===== src/sv/scta_pkg.sv =====
package scta_pkg;

  // Line length default and scan code constants
  localparam int unsigned LineCapacityDef = 256;

  localparam logic [7:0] PrefixByte   = 8'hE0;
  localparam logic [6:0] CodeLShift   = 7'd42;
  localparam logic [6:0] CodeRShift   = 7'd54;
  localparam logic [6:0] CodeCaps     = 7'd58;
  localparam logic [6:0] CodeLCtrl    = 7'd29;
  localparam logic [6:0] CodeLAlt     = 7'd56;
  localparam logic [6:0] CodeDel      = 7'd83;
  localparam logic [6:0] BackspaceChr = 7'h08;

  // Modifier flag bits
  localparam logic [7:0] ModLCtrl  = 8'h01;
  localparam logic [7:0] ModLAlt   = 8'h02;
  localparam logic [7:0] ModDel    = 8'h04;
  localparam logic [7:0] ModLShift = 8'h20;
  localparam logic [7:0] ModRShift = 8'h40;
  localparam logic [7:0] ModCaps   = 8'h80;
  localparam logic [7:0] ModReboot = ModLCtrl | ModLAlt | ModDel;
  localparam logic [7:0] ModUpper  = ModLShift | ModRShift | ModCaps;

  localparam int unsigned OutDataW = 32;

  // Key state carried from byte to byte
  typedef struct packed {
    logic       prefix;
    logic [7:0] flags;
  } key_state_t;

  // One decoded result
  typedef struct packed {
    logic       reboot;
    logic       caps_lock_on;
    logic       caps_led_update;
    logic       overflow;
    logic       erase;
    logic [7:0] store_index;
    logic [6:0] stored_char;
    logic [6:0] echo_char;
    logic       char_valid;
  } result_t;

  // US layout make code to ASCII
  function automatic logic [6:0] scan_to_ascii(input logic [6:0] code);
    logic [6:0] ch;
    case (code)
      7'd1:    ch = 7'h1B;
      7'd2:    ch = 7'h31;
      7'd3:    ch = 7'h32;
      7'd4:    ch = 7'h33;
      7'd5:    ch = 7'h34;
      7'd6:    ch = 7'h35;
      7'd7:    ch = 7'h36;
      7'd8:    ch = 7'h37;
      7'd9:    ch = 7'h38;
      7'd10:   ch = 7'h39;
      7'd11:   ch = 7'h30;
      7'd12:   ch = 7'h2D;
      7'd13:   ch = 7'h3D;
      7'd14:   ch = 7'h08;
      7'd15:   ch = 7'h09;
      7'd16:   ch = 7'h71;
      7'd17:   ch = 7'h77;
      7'd18:   ch = 7'h65;
      7'd19:   ch = 7'h72;
      7'd20:   ch = 7'h74;
      7'd21:   ch = 7'h79;
      7'd22:   ch = 7'h75;
      7'd23:   ch = 7'h69;
      7'd24:   ch = 7'h6F;
      7'd25:   ch = 7'h70;
      7'd26:   ch = 7'h5B;
      7'd27:   ch = 7'h5D;
      7'd28:   ch = 7'h0A;
      7'd30:   ch = 7'h61;
      7'd31:   ch = 7'h73;
      7'd32:   ch = 7'h64;
      7'd33:   ch = 7'h66;
      7'd34:   ch = 7'h67;
      7'd35:   ch = 7'h68;
      7'd36:   ch = 7'h6A;
      7'd37:   ch = 7'h6B;
      7'd38:   ch = 7'h6C;
      7'd39:   ch = 7'h3B;
      7'd40:   ch = 7'h27;
      7'd41:   ch = 7'h60;
      7'd43:   ch = 7'h5C;
      7'd44:   ch = 7'h7A;
      7'd45:   ch = 7'h78;
      7'd46:   ch = 7'h63;
      7'd47:   ch = 7'h76;
      7'd48:   ch = 7'h62;
      7'd49:   ch = 7'h6E;
      7'd50:   ch = 7'h6D;
      7'd51:   ch = 7'h2C;
      7'd52:   ch = 7'h2E;
      7'd53:   ch = 7'h2F;
      7'd55:   ch = 7'h2A;
      7'd57:   ch = 7'h20;
      7'd74:   ch = 7'h2D;
      7'd78:   ch = 7'h2B;
      default: ch = 7'h00;
    endcase
    return ch;
  endfunction

endpackage


===== src/sv/scta_decode.sv =====
module scta_decode #(
  parameter int unsigned LINE_CAPACITY = scta_pkg::LineCapacityDef,
  parameter int unsigned CntW          = $clog2(LINE_CAPACITY + 1)
) (
  input  logic [7:0]           scan_byte_i,
  input  scta_pkg::key_state_t state_i,
  input  logic [CntW-1:0]      count_i,
  output scta_pkg::key_state_t state_o,
  output logic [CntW-1:0]      count_o,
  output scta_pkg::result_t    result_o
);

  logic                 up;
  logic [6:0]           code;
  logic [6:0]           ch;
  logic [6:0]           shown;
  logic                 skip_mods;
  logic                 caps_tog;
  logic [7:0]           mask;
  logic [7:0]           flags_d;
  logic [CntW+7:0]      idx_ext;

  assign up      = scan_byte_i[7];
  assign code    = scan_byte_i[6:0];
  assign ch      = scta_pkg::scan_to_ascii(code);
  assign idx_ext = (CntW + 8)'(count_i);

  // Upper-case letters while a shift or caps lock is active
  always_comb begin
    shown = ch;
    if (((state_i.flags & scta_pkg::ModUpper) != 8'h00) && (ch inside {[7'h61:7'h7A]})) begin
      shown = ch - 7'h20;
    end
  end

  // Prefix handling, line count and character path
  always_comb begin
    result_o     = '0;
    state_o      = state_i;
    count_o      = count_i;
    skip_mods    = 1'b0;
    if (state_i.prefix) begin
      state_o.prefix = 1'b0;
      skip_mods      = 1'b1;
    end else if (scan_byte_i == scta_pkg::PrefixByte) begin
      state_o.prefix = 1'b1;
      skip_mods      = 1'b1;
    end else if (!up) begin
      if (ch == scta_pkg::BackspaceChr) begin
        result_o.erase = 1'b1;
        skip_mods      = 1'b1;
        if (count_i != '0) begin
          count_o = count_i - CntW'(1);
        end
      end else if (count_i >= CntW'(LINE_CAPACITY)) begin
        result_o.overflow = 1'b1;
        count_o           = '0;
        skip_mods         = 1'b1;
      end else if (ch != 7'h00) begin
        result_o.char_valid  = 1'b1;
        result_o.echo_char   = shown;
        result_o.stored_char = ch;
        result_o.store_index = idx_ext[7:0];
        count_o              = count_i + CntW'(1);
      end
    end

    // Modifier tracking
    mask     = 8'h00;
    caps_tog = 1'b0;
    case (code)
      scta_pkg::CodeLShift: mask = scta_pkg::ModLShift;
      scta_pkg::CodeRShift: mask = scta_pkg::ModRShift;
      scta_pkg::CodeLCtrl:  mask = scta_pkg::ModLCtrl;
      scta_pkg::CodeLAlt:   mask = scta_pkg::ModLAlt;
      scta_pkg::CodeDel:    mask = scta_pkg::ModDel;
      scta_pkg::CodeCaps:   caps_tog = !up;
      default:              mask = 8'h00;
    endcase
    flags_d = state_i.flags ^ (caps_tog ? scta_pkg::ModCaps : 8'h00);
    flags_d = up ? (flags_d & ~mask) : (flags_d | mask);
    if (!skip_mods) begin
      state_o.flags            = flags_d;
      result_o.caps_led_update = caps_tog;
      result_o.reboot          = (flags_d == scta_pkg::ModReboot);
    end
    result_o.caps_lock_on = state_o.flags[7];
  end

endmodule


===== src/sv/scancode_to_ascii_decoder_unit.sv =====
// Channel   Dir  tdata bits  Contents
// s_axis    in   8           scan_byte
// m_axis    out  32          char_valid, echo_char, stored_char, store_index, erase,
//                            overflow, caps_led_update, caps_lock_on, reboot
//
// Each byte is held first in the input register, then passes through the ROM lookup
// and flag update into the result register. One byte per cycle is sustained while
// the output is not stalled; the key state updates as a byte leaves the input
// register. Reset clears key state, line count and both valid flags.
// A stalled output holds its result while the input register still takes one byte.
module scancode_to_ascii_decoder_unit #(
  parameter int unsigned LINE_CAPACITY = scta_pkg::LineCapacityDef
) (
  input  logic                          clk_i,
  input  logic                          rst_ni,
  input  logic                          s_axis_tvalid,
  output logic                          s_axis_tready,
  input  logic [7:0]                    s_axis_tdata,  // [7:0] scan_byte
  output logic                          m_axis_tvalid,
  input  logic                          m_axis_tready,
  // [0] char_valid, [7:1] echo_char, [14:8] stored_char, [22:15] store_index,
  // [23] erase, [24] overflow, [25] caps_led_update, [26] caps_lock_on, [27] reboot
  output logic [scta_pkg::OutDataW-1:0] m_axis_tdata
);

  localparam int unsigned CntW = $clog2(LINE_CAPACITY + 1);

  logic                          in_vld_q;
  logic [7:0]                    in_byte_q;
  logic                          out_vld_q;
  logic [scta_pkg::OutDataW-1:0] out_data_q;
  logic [scta_pkg::OutDataW-1:0] out_data_d;
  scta_pkg::key_state_t          state_q, state_d;
  logic [CntW-1:0]               count_q, count_d;
  scta_pkg::result_t             result;
  logic                          advance;

  assign advance       = in_vld_q && (!out_vld_q || m_axis_tready);
  assign s_axis_tready = !in_vld_q || advance;
  assign m_axis_tvalid = out_vld_q;
  assign m_axis_tdata  = out_data_q;
  assign out_data_d    = scta_pkg::OutDataW'(result);

  scta_decode #(
    .LINE_CAPACITY(LINE_CAPACITY),
    .CntW         (CntW)
  ) u_decode (
    .scan_byte_i(in_byte_q),
    .state_i    (state_q),
    .count_i    (count_q),
    .state_o    (state_d),
    .count_o    (count_d),
    .result_o   (result)
  );

  // Valid flags, key state and line count
  always_ff @(posedge clk_i or negedge rst_ni) begin
    if (!rst_ni) begin
      in_vld_q  <= 1'b0;
      out_vld_q <= 1'b0;
      state_q   <= '0;
      count_q   <= '0;
    end else begin
      if (s_axis_tready) begin
        in_vld_q <= s_axis_tvalid;
      end
      if (advance) begin
        out_vld_q <= 1'b1;
        state_q   <= state_d;
        count_q   <= count_d;
      end else if (m_axis_tready) begin
        out_vld_q <= 1'b0;
      end
    end
  end

  // Capture the byte on input transfer, the result on advance
  always_ff @(posedge clk_i) begin
    if (s_axis_tvalid && s_axis_tready) begin
      in_byte_q <= s_axis_tdata;
    end
    if (advance) begin
      out_data_q <= out_data_d;
    end
  end

endmodule


===== config.mk =====
export PLATFORM = sky130hd
export DESIGN_NAME = scancode_to_ascii_decoder_unit
export DESIGN_NICKNAME = d
export VERILOG_FILES = /design/src/sv/scta_pkg.sv /design/src/sv/scta_decode.sv /design/src/sv/scancode_to_ascii_decoder_unit.sv
export SDC_FILE = /design/constraint.sdc
export NUM_CORES = 1
export LEC_CHECK = 0
export BUFFER_PORTS_ARGS = -buffer_cell sky130_fd_sc_hd__buf_2
export CELL_PAD_IN_SITES_DETAIL_PLACEMENT = 1
export CELL_PAD_IN_SITES_GLOBAL_PLACEMENT = 1
export CORE_ASPECT_RATIO = 1.75
export CORE_MARGIN = 1.5
export CORE_UTILIZATION = 47
export DETAILED_ROUTE_END_ITERATION = 12
export PLACE_DENSITY = 0.83
export SYNTH_ARGS = -nofsm -noshare
export SYNTH_HDL_FRONTEND = slang
export SYNTH_HIERARCHICAL = 1
export SYNTH_SLANG_ARGS = --single-unit

===== constraint.sdc =====
create_clock -name clk_i -period 5.1 [get_ports clk_i]
set_clock_uncertainty 0.2 [all_clocks]
set_input_delay 0.51 -clock clk_i [delete_from_list [all_inputs] [get_ports clk_i]]
set_output_delay 0.51 -clock clk_i [all_outputs]
set_load 0.005 [all_outputs]

# Word level (Yosys, flattened, before mapping)
# Memory sizes are Yosys's and may differ from the RTL's. A register that Yosys moved wholly into a read port is not among the register bits.
# Index checks and enable logic that the tools add are counted.
# classes
n_addsub,3
magnitude_cmp,3
n_eq_ne,10
muxes,22
bitwise,9
reduce_logical,20
# ops
op,n
9-bit 2-to-1 mux,4
7-bit one-hot mux with 5 select lines,1
"7-bit by 6-bit equality test with 1-bit output, second input constant",4
8-bit 2-to-1 mux,3
7-bit 2-to-1 mux,2
1-bit 2-to-1 mux,12
"9-bit by 1-bit adder with 9-bit output, second input constant",1
"9-bit >= comparator, second input constant",1
9-bit nonzero test,1
"9-bit by 1-bit subtractor with 9-bit output, second input constant",1
8-bit bitwise AND,1
"8-bit by 3-bit equality test with 1-bit output, second input constant",1
"8-bit equality test, second input constant",1
7-bit inverter with 8-bit output,1
8-bit by 7-bit OR with 8-bit output,1
8-bit nonzero test,1
8-bit XOR,1
"7-bit by 4-bit equality test with 1-bit output, second input constant",1
"7-bit by 5-bit equality test with 1-bit output, second input constant",1
"7-bit equality test, second input constant",1
"7-bit >= comparator, second input constant",1
"7-bit <= comparator, second input constant",1
7-bit nonzero test,1
"7-bit by 6-bit subtractor with 7-bit output, second input constant",1
13 further kinds,23
# word_totals
ff_bits,56
romBits,896
inputBits,12
out_inout_bits,34
elab_cells,81
memories,1
# mem_list
memory,words,word_bits,rd,rd_ports_with_merged_regs,wr,line_no,source
(no name shown),128,7,1,1,0,scta_pkg.sv:49,case (code)

# Depth between registers and ports, before layout
# Gate-level depths: netlist of the first run.
# logic_depth
ltp_word,8
mapped_depth,14
mapped_depth_nobuf,12

# Modules after synthesis
# The synthesis of the first run kept the hierarchy.
# modules_own_cells
module,n_inst,cells_per_inst,area_per_inst_um2,seq_area_each_um2
scta_decode,1,315,2148.3,0.0
scancode_to_ascii_decoder_unit,1,87,1928.1,1581.5

# Worst setup path after synthesis of the first run
# Ideal clock, no wire load.
# synth_path
path_type,reg2reg
start,reg in_byte_q[1]
end,reg count_q[4]
setup_ns,0.125
arrival_ns,3.578
required_time_ns,4.775
path_slack_ns,1.197
path_stages_with_launch,14
path_buffers,2
period_less_slack_ns,3.903
path_cell_list,edfxtp_1 buf_2 inv_1 ha_1 xor2_1 o2111ai_1 o211ai_1 a211o_1 or4_1 buf_4 o2111ai_2 mux2_1 a221o_1 mux2_4
# synth_via
elab_chain_len,3
# synth_lines
item,line_no,source
start: declaration,scancode_to_ascii_decoder_unit.sv:29,logic [7:0] in_byte_q;
start signal: assignment,scancode_to_ascii_decoder_unit.sv:80,in_byte_q <= s_axis_tdata;
8-bit equality test,scta_decode.sv:45,end else if (scan_byte_i == scta_pkg::PrefixByte) begin
1-bit inverter (no source line),-,
6-bit AND reduction (no source line),-,
end signal: assignment,scancode_to_ascii_decoder_unit.sv:70,count_q <= count_d;
end: declaration,scancode_to_ascii_decoder_unit.sv:34,"logic [CntW-1:0] count_q, count_d;"
# No other way between the ends.
# A chain may end at the register's enable or synchronous reset.

# Worst setup path in the final report of the first run
# layout_path
start,reg in_byte_q[0]
end,reg count_q[7]
# Same word-level chain as after synthesis.

==> metrics.txt, run 1 <==
via/cell ratio 6.23; initial antenna violation count 0; CTS tree built; vias in the first global route 3468; Setup TNS 0 ns; Worst EP arrival 4.41 ns; Synth async-reset ratio 35.7%; Core Area 8370 um^2; placed insts 527; syn_area_per_cell 10.1 um^2; #FFs+latches synth 56; Yosys top cell area share 26.5%; Root Buffer clkbuf_16; min Tclk post-route 4.42 ns; Tcrit/Tclk final 86.7%; Synth area leaders edfxtp_1, dfrtp_1, ha_1, mux2_4, mux2_2; nets@finish 447; unrepaired setup endpoints after global routing false; worst slew pin tran 1.03 ns; Critical Path, Cell by Cell inv_1, ha_1, mux2_1, and3_1, o41ai_2, o211ai_1, or4_1, o21ai_1, mux2_1, a221o_1, mux2_4; most common cell in the netlist edfxtp_1; post_cts resized 0; Setup crit start kind flop; Seq/Total Area, Yosys 38.8%; cell area after synthesis 4080 um^2; VDD IR max 147 uV; vias post-DR 3341; HPWL Detailed 8.05 mm; Die W 73.4 um; clock slew at reported path FFs 0.07 ns; Max-slew headroom 31.1%; GR Overflow Total 0; Area growth, synth to finish 6.88%; CP most frequent cell mux2_1; CP Data Required Time 5.08 ns; DRT Pass-1 Iters 4; DIE AREA 9260 um^2; status finished clean; Die Span Y 126 um; global-route wire length before repair 17.5 mm; port bufs 41; total power 1.49 mW; starting density of the core 48.7%; I/O pin cnt 46; kind of end point of the critical path flop; Remaining DRCs 0; Final Hold Viols 0; Max Buffers Root-to-Sink 2; Pwr Density 341 nW/um^2; wire length per cell 20.4 um; Synth area leader edfxtp_1; Antenna diodes 0; row cnt 44; share of layout cells above drive strength 1 22.8%; Placer Congestion 0.873; Seq. cell area 1580 um^2; slowest cell delay on critical path 0.66 ns; Critical Path Slowest Stage Cell or4_1; final std cells w/o fill 536; worst hold path class primary input to flop; CTS Sinks 56; CP top delay family compound AO/OA/AOI/OAI gates; final setup fails 0; Final Slew Violations 0; EDFF count, synth 36; Buf+Inv Stages, Crit Path 1; cell count after synthesis 402; max-cap viol count 0; Max FO, Critical Path 13; largest net degree at the start of global routing 29; final wirelength 10.9 mm; synth unique cells 76; H-tree depth 2; FILL cells 978; fmax 226 MHz; TritonCTS Buffers 5; total track usage 24.6%; initial drt markers 228; remaining antenna violation count 0; area occupied by multi-input gates 2190 um^2; Clk Latency, worst-skew pair 0.30 ns; Setup CP Type flop to flop; Commonest cells post-synth edfxtp_1, nor2_1, dfrtp_1, nand2_1, nor3_1; yosys warns 6; Primary FF master, synth edfxtp_1; leakage power 1.80 nW
[cells in the final DEF, fill, tap and decap left out, types with 10 or more instances in the layout]
| cell type | synthesis | layout |
|---|---|---|
| mux2_2 | 13 | 13 |
| and3_1 | 12 | 12 |
| nand2_1 | 20 | 20 |
| dfrtp_1 | 20 | 20 |
| inv_1 | 14 | 14 |
| edfxtp_1 | 36 | 36 |
| ha_1 | 15 | 15 |
| nor2_1 | 32 | 32 |
| nor3_1 | 18 | 18 |
| o21ai_0 | 14 | 14 |
| nand3_1 | 11 | 11 |
| buf_2 | 6 | 41 |
| mux2_4 | 10 | 10 |
| a21oi_1 | 15 | 15 |
[report_power, final]
part | switching, mW | leakage (nW) | internal, mW
logic | 0.245 | 1.13 | 0.213
clock network | 0.160 | 0.0712 | 0.182
registers | 0.118 | 0.602 | 0.568
[final timing paths]
kind | startpoint | endpoint | slack, ns | cells past startpoint
min in group asynchronous | rst_ni | count_q[4] | 0.51 | 2
worst min register to register | state_q[4] | state_q[4] | 0.33 | 1
worst max-delay path | in_byte_q[0] | count_q[7] | 0.68 | 11
worst min-delay path | s_axis_tdata[2] | in_byte_q[2] | 0.18 | 1
worst max register to register | in_byte_q[0] | count_q[7] | 0.68 | 11
max in group asynchronous | rst_ni | state_q[0] | 3.85 | 2
[cell families (layout without fill, tap and decap cells)]
| group | count (synthesis) | in the layout | share of synthesized area (%) |
|---|---|---|---|
| other | 1 | 4 | 0.0920 |
| xor gates and xnor gates | 6 | 6 | 1.29 |
| buffers and inverters | 53 | 69 | 7.77 |
| and+or+nand+nor | 148 | 148 | 21.3 |
| adders and majority gates | 15 | 15 | 4.60 |
| muxes | 31 | 31 | 9.36 |
| DFF | 56 | 56 | 38.8 |
| AOI/OAI and AO/OA | 92 | 92 | 16.8 |
[routing by layer]
layer,up-vias,GRT usage [%],routed length [um]
met4,0,15.9,618
met1,1680,24.9,3970
met3,41,2.88,306
met5,-,0,0
met2,95,45.1,6030
li1,1525,-,-
[flip-flops by register name, indices dropped and copies added, names as in the netlist]
name / cells
state_q: 9
in_vld_q: 1
count_q: 9
m_axis_tvalid: 1
m_axis_tdata: 28
in_byte_q: 8
[timing repair]
| action | CTS | global route |
|---|---|---|
| endpoints found under the setup margin | 0 | 0 |
| endpoints found under the hold margin | 20 | 0 |
| setup buffers | 0 | 0 |
| hold buffers | 1 | 0 |
[through the flow]
| stage | util (%) | setup slack [ns] | cell area (um^2) | hold WS [ns] |
|---|---|---|---|---|
| finish | 52.1 | 0.678 | 4360 | 0.184 |
| global route | 52.1 | 0.434 | 4360 | 0.176 |
| CTS | 52.1 | 0.724 | 4360 | 0.179 |
| detailed placement | 50.3 | 0.757 | 4210 | 0.305 |
| global placement | 50.3 | 0.902 | 4210 | 0.307 |
| floorplan | - | 1.20 | 4090 | 0.0144 |
[area by class of cell]
| cell class | instances | share of cell area, % |
|---|---|---|
| clock buffer | 6 | 2.96 |
| clock inverter | 2 | 0.258 |
| inverter | 15 | 1.29 |
| multi-input combinational | 296 | 50.3 |
| sequential | 56 | 36.3 |
| tap | 115 | 3.30 |
| timing repair buffer | 46 | 5.63 |
Power figures use the tool's default switching activity.
==> inputs of run 2 (changes only) <==
Settings changed: CORE_MARGIN 1.5 to 2.
==> metrics.txt, run 2 (synthesis results as in run 1) <==
status finished clean; leakage power 1.81 nW (+0.36%); Remaining DRCs 0 (unchanged); worst slew pin tran 1.06 ns (+0.0294 ns); vias post-DR 3320 (-0.63%); DRT met1 WL 3.86 mm (-2.7%); max reg flops 28 (unchanged); fmax 224 MHz (-0.90%); Die W 74.4 um (+1.4%); via/cell ratio 6.17 (-1.0%); proportion of power drawn by combinational gates 30.5% (-0.3 points); Antenna diodes 0 (unchanged); final wirelength 10.6 mm (-2.9%); Root Buffer clkbuf_16; Area growth, synth to finish 7.24%; largest net degree at the start of global routing 34 (+17%); Worst Slack Setup Final 0.637 ns (-0.0403 ns); starting density of the core 47.6% (-1.1 points); share of layout cells above drive strength 1 23.0% (+0.24 points); VDD IR max 162 uV (+11%); Max FO, Critical Path 13 (unchanged); Core Area 8560 um^2 (+2.3%); Setup crit start kind flop; initial drt markers 238 (+4.4%); kind of end point of the critical path flop; post_cts resized 0 (unchanged); GR Overflow Total 0 (unchanged); reported net switching power 0.525 mW (+0.28%); initial antenna violation count 0 (unchanged); Post-CTS Repair Setup Buffers 0 (unchanged); Pwr Density 344 nW/um^2 (+0.76%); CTS tree built; DRT Pass-1 Iters 5 (+1); Placer Congestion 0.928 (+6.2%); Net Sw Frac 34.9% (-0.29 points); CP Data Required Time 5.09 ns (about the same); H-tree depth 2 (unchanged); global-route wire length before repair 17.3 mm (-0.83%); port bufs 41 (unchanged); HPWL Detailed 7.85 mm (-2.5%); wire length per cell 19.7 um (-3.2%); CTS Sinks 56 (unchanged); Max-slew headroom 29.1% (-2.0 points); pre-CTS setup slack 0.690 ns (-0.0676 ns); Clk Latency, worst-skew pair 0.30 ns (about the same); Max Buffers Root-to-Sink 2 (unchanged); Setup CP Type flop to flop; Die Span Y 127 um (+0.79%); TritonCTS Buffers 5 (unchanged); I/O pin cnt 46 (unchanged); clock slew at reported path FFs 0.07 ns (about the same); Final Hold Viols 0 (unchanged); sequential share of power 45.6% (-0.6 points); row cnt 45 (+2.3%); most frequent cells in the layout buf_2, edfxtp_1, nor2_1; internal power 0.978 mW (+1.6%); met3 WL 294 um (-3.9%); final setup fails 0 (unchanged); Setup TNS 0 ns (unchanged); Clock power frac 24.0% (+1.0 points); most common cell after layout, fill and taps aside buf_2; placed cell area 4210 um^2 (about the same); DIE AREA 9460 um^2 (+2.2%); vias in the first global route 3427 (-1.2%); remaining antenna violation count 0 (unchanged); Hold-fix buffers, CTS 1 (unchanged); Tcrit/Tclk final 87.5% (+0.79 points); Worst EP arrival 4.45 ns (+0.04 ns); nets@finish 447 (unchanged); unrepaired setup endpoints after global routing false; Final Slew Violations 0 (unchanged); max-cap viol count 0 (unchanged); min Tclk post-route 4.46 ns (+0.0403 ns); worst hold path class primary input to flop; total track usage 23.7% (-0.84 points); Detail Route met2 WL 5.93 mm (-1.7%); Top Layer Used met4; Post-Layout Inst Area 4370 um^2 (+0.34%)
## run 2: cell count changes in the layout (fill, tap and decap cells not counted)
cell / previous run / this run
inv_4: 1 / 0
clkbuf_8: 0 / 1
inv_6: 0 / 1
clkbuf_1: 1 / 0
## run 2: power by group through the flow
stage	registers, mW	logic [mW]	clock network (mW)
after floorplan	0.630	0.388	0
final	0.684	0.458	0.360
after global routing	0.699	0.502	0.382
after global placement	0.686	0.433	0
after CTS	0.684	0.455	0.368
after detailed placement	0.693	0.451	0
## run 2: routing by layer
layer | global-route usage, % | vias to the layer above
met5 | 0 | -
met4 | 13.6 | 0
met3 | 3.00 | 33
met2 | 43.5 | 105
met1 | 24.8 | 1661
li1 | - | 1521
## run 2: final cells by class
type	count	area (um^2)
clock buffer	6	139
clock inverter	2	13.8
fill	1012	4190
inverter	15	56.3
multi-input combinational	296	2190
sequential	56	1580
tap	117	146
timing repair buffer	46	245
## run 2: critical path: stages (launching register included)
cell       delay, ns
edfxtp_1        0.63
inv_1           0.23
ha_1            0.34
mux2_1          0.32
and3_1          0.21
o41ai_2         0.38
o211ai_1        0.21
or4_1           0.63
o2111ai_2       0.26
mux2_1          0.36
a221o_1         0.31
mux2_4          0.26
## run 2: worst paths after layout
path	to	from	slack (ns)	cells after the start
worst max-delay path	count_q[4]	in_byte_q[0]	0.64	11
worst min-delay path	in_byte_q[4]	s_axis_tdata[4]	0.18	1
worst max register to register	count_q[4]	in_byte_q[0]	0.64	11
worst min register to register	state_q[4]	state_q[4]	0.33	1
max in group asynchronous	state_q[5]	rst_ni	3.85	2
min in group asynchronous	count_q[2]	rst_ni	0.51	2
## run 2: metrics by stage
stage	power, mW	std cells	util [%]	hold slack [ns]
3_5_place_dp	1.14	529	49.2	0.306
6_report	1.50	538	51.1	0.182
3_3_place_gp	1.12	529	49.2	0.307
4_1_cts	1.51	538	51.1	0.178
2_1_floorplan	1.02	405	-	0.0144
5_1_grt	1.58	538	51.1	0.176
==> inputs of run 3 (changes only) <==
Settings changed: ABC_AREA from default to 1, CORE_UTILIZATION 47 to 44.
==> metrics.txt, run 3 <==
CTS Sinks 56 (unchanged); Max FO, Critical Path 23 (+10); Max Buffers Root-to-Sink 2 (unchanged); Pwr Density 386 nW/um^2 (+12%); starting density of the core 45.1% (-2.5 points); cell area after synthesis 4270 um^2 (+4.7%); final setup fails 0 (unchanged); total power 1.75 mW (+17%); DIE AREA 10500 um^2 (+11%); proportion of power drawn by combinational gates 38.1% (+7.6 points); final std cells w/o fill 714 (+33%); Critical Path, Cell by Cell inv_2, ha_1, nand2_1, nor2_1, nor2_1, nand3_1, nand2_1, nand2_2, nand3_2, nor2_2, nand3_4, nand2_4, nand2_4, nand2_4, nand2_1, o21ai_2, nand3_1, nand2_1; initial drt markers 189 (-21%); placed insts 705 (+33%); syn_area_per_cell 7.49 um^2 (-26%); max reg flops 28 (unchanged); share of layout cells above drive strength 1 18.9% (-4.1 points); HPWL Detailed 9.39 mm (+20%); Yosys top cell area share 25.3% (-1.2 points); slowest cell delay on critical path 0.72 ns (+0.09 ns); fmax 279 MHz (+24%); total track usage 23.8% (+0.11 points); Area growth, synth to finish 6.39%; VDD IR max 197 uV (+22%); sequential share of power 40.8% (-4.8 points); unrepaired setup endpoints after global routing false; area occupied by multi-input gates 2200 um^2 (+0.29%); final wirelength 12.0 mm (+13%); Synth area leader edfxtp_1; Remaining DRCs 0 (unchanged); Setup CP Type flop to flop; CP most frequent cell nand2_1; Antenna diodes 0 (unchanged); initial antenna violation count 0 (unchanged); CTS tree built; Worst Reg-to-Reg Cells 18 (+7); Worst EP arrival 3.62 ns (-0.83 ns); CP top delay family simple AND/OR/NAND/NOR gates; cell count after synthesis 570 (+42%); row cnt 47 (+4.4%); Die W 78.5 um (+5.5%); nets@finish 618 (+38%); Synth area leaders edfxtp_1, nand2_1, dfrtp_1, nand3_1, nor2_1; CP Data Required Time 5.13 ns (+0.04 ns); #FFs+latches synth 56 (unchanged); Net Sw Frac 41.0% (+6.0 points); Final Slew Violations 0 (unchanged); Setup TNS 0 ns (unchanged); I/O pin cnt 46 (unchanged); Tcrit/Tclk final 70.4% (-17 points); GR Overflow Total 0 (unchanged); Clock power frac 21.1% (-2.9 points); Final Hold Viols 0 (unchanged); synth unique cells 38 (-50%); Hold-fix buffers, CTS 1 (unchanged); global-route wire length before repair 19.9 mm (+15%); Die Span Y 134 um (+5.6%); DRT Pass-1 Iters 4 (-1); Seq/Total Area, Yosys 37.0% (-1.8 points); wire length per cell 16.8 um (-15%); port bufs 41 (unchanged); EDFF count, synth 36 (unchanged); Max-slew headroom 25.1% (-4.0 points); max-cap viol count 0 (unchanged); Synth async-reset ratio 35.7% (unchanged); largest net degree at the start of global routing 29 (-15%); H-tree depth 2 (unchanged); placed cell area 4370 um^2 (+3.9%); Core Area 9470 um^2 (+11%); Root Buffer clkbuf_16; min Tclk post-route 3.59 ns (-0.872 ns); hold path cells 1 (unchanged); most common cell in the netlist nand2_1; clock slew at reported path FFs 0.07 ns (about the same); Commonest cells post-synth nand2_1, nand3_1, nor2_1; remaining antenna violation count 0 (unchanged); worst hold path class primary input to flop; Setup crit start kind flop; Post-Layout Inst Area 4540 um^2 (+3.9%); leakage power 2.20 nW (+22%); most common cell after layout, fill and taps aside nand2_1; yosys warns 6 (unchanged); reported net switching power 0.718 mW (+37%); Primary FF master, synth edfxtp_1; via/cell ratio 5.43 (-12%); Seq. cell area 1580 um^2 (unchanged); Crit path depth 18 (+7); TritonCTS Buffers 5 (unchanged); Placer Congestion 0.921 (-0.72%); status finished clean; post_cts resized 0 (unchanged); internal power 1.04 mW (+5.9%); Critical Path Slowest Stage Cell edfxtp_1; kind of end point of the critical path flop; vias post-DR 3880 (+17%); worst slew pin tran 1.12 ns (+0.0598 ns); Clk Latency, worst-skew pair 0.29 ns (about the same); Buf+Inv Stages, Crit Path 1 (unchanged); Post-CTS Repair Setup Buffers 0 (unchanged); vias in the first global route 4093 (+19%); most frequent cells in the layout nand2_1, nand3_1, nor2_1; FILL cells 1232 (+22%)
run 3: cell count changes in the layout (fill, tap and decap cells not counted), sizes merged, moves of 12 or more:
cell / before / now
and3: 12 / 0
nor2: 33 / 73
nand2: 22 / 174
mux2: 27 / 0
inv: 16 / 59
nand3: 12 / 84
run 3: area by class of cell:
type / count / area share (%)
flip-flops and latches: 56 / 34.8
well taps: 122 / 3.36
inverters: 61 / 5.10
multi-input cells: 424 / 48.3
clock buffers: 8 / 3.47
repair buffers: 43 / 4.90
run 3: worst paths after layout:
| path | start | to | slack [ns] |
|---|---|---|---|
| max | in_byte_q[2] | state_q[0] | 1.51 |
| min | s_axis_tdata[0] | in_byte_q[0] | 0.19 |
| max reg2reg | in_byte_q[2] | state_q[0] | 1.51 |
| min reg2reg | state_q[4] | state_q[4] | 0.32 |
| max in group asynchronous | rst_ni | state_q[6] | 3.85 |
| min in group asynchronous | rst_ni | count_q[1] | 0.52 |
run 3: layer usage:
metal / track usage (%) / share of wire, % / up-vias
met1: 24.2 / 37 / 1864
met5: 0 / 0 / -
li1: - / - / 1877
met2: 46.6 / 57 / 98
met4: 12.3 / 4.4 / 0
met3: 2.49 / 2.3 / 41
run 3: worst register-to-register path, delay by kind of cell, from the launching register on:
kind / cells / cell delay, ns
simple gates: 15 / 1.81
compound gates: 1 / 0.07
flops: 1 / 0.72
fa+ha+maj: 1 / 0.38
buf+inv: 1 / 0.35
run 3: per-stage QoR:
| stage | hold WS (ns) | utilization [%] | setup WS, ns |
|---|---|---|---|
| finish | 0.186 | 48.0 | 1.51 |
| global route | 0.178 | 48.0 | 1.24 |
| CTS | 0.180 | 48.0 | 1.54 |
| detailed placement | 0.299 | 46.2 | 1.56 |
| global placement | 0.279 | 46.2 | 1.74 |
| floorplan | 0.0144 | - | 2.29 |
run 3: logic make-up after synthesis:
family / Yosys count / share of synthesized area, %
simple gates: 356 / 39.7
buf+inv: 93 / 11.8
flops: 56 / 37.0
compound gates: 42 / 5.57
fa+ha+maj: 15 / 4.40
xor+xnor: 7 / 1.44
other cells: 1 / 0.0878
run 3: power groups by stage:
stage / logic [mW] / registers, mW / clock network [mW]
3_5_place_dp: 0.661 / 0.725 / 0
6_report: 0.668 / 0.716 / 0.369
3_3_place_gp: 0.640 / 0.723 / 0
4_1_cts: 0.669 / 0.717 / 0.381
2_1_floorplan: 0.535 / 0.671 / 0
5_1_grt: 0.749 / 0.734 / 0.392
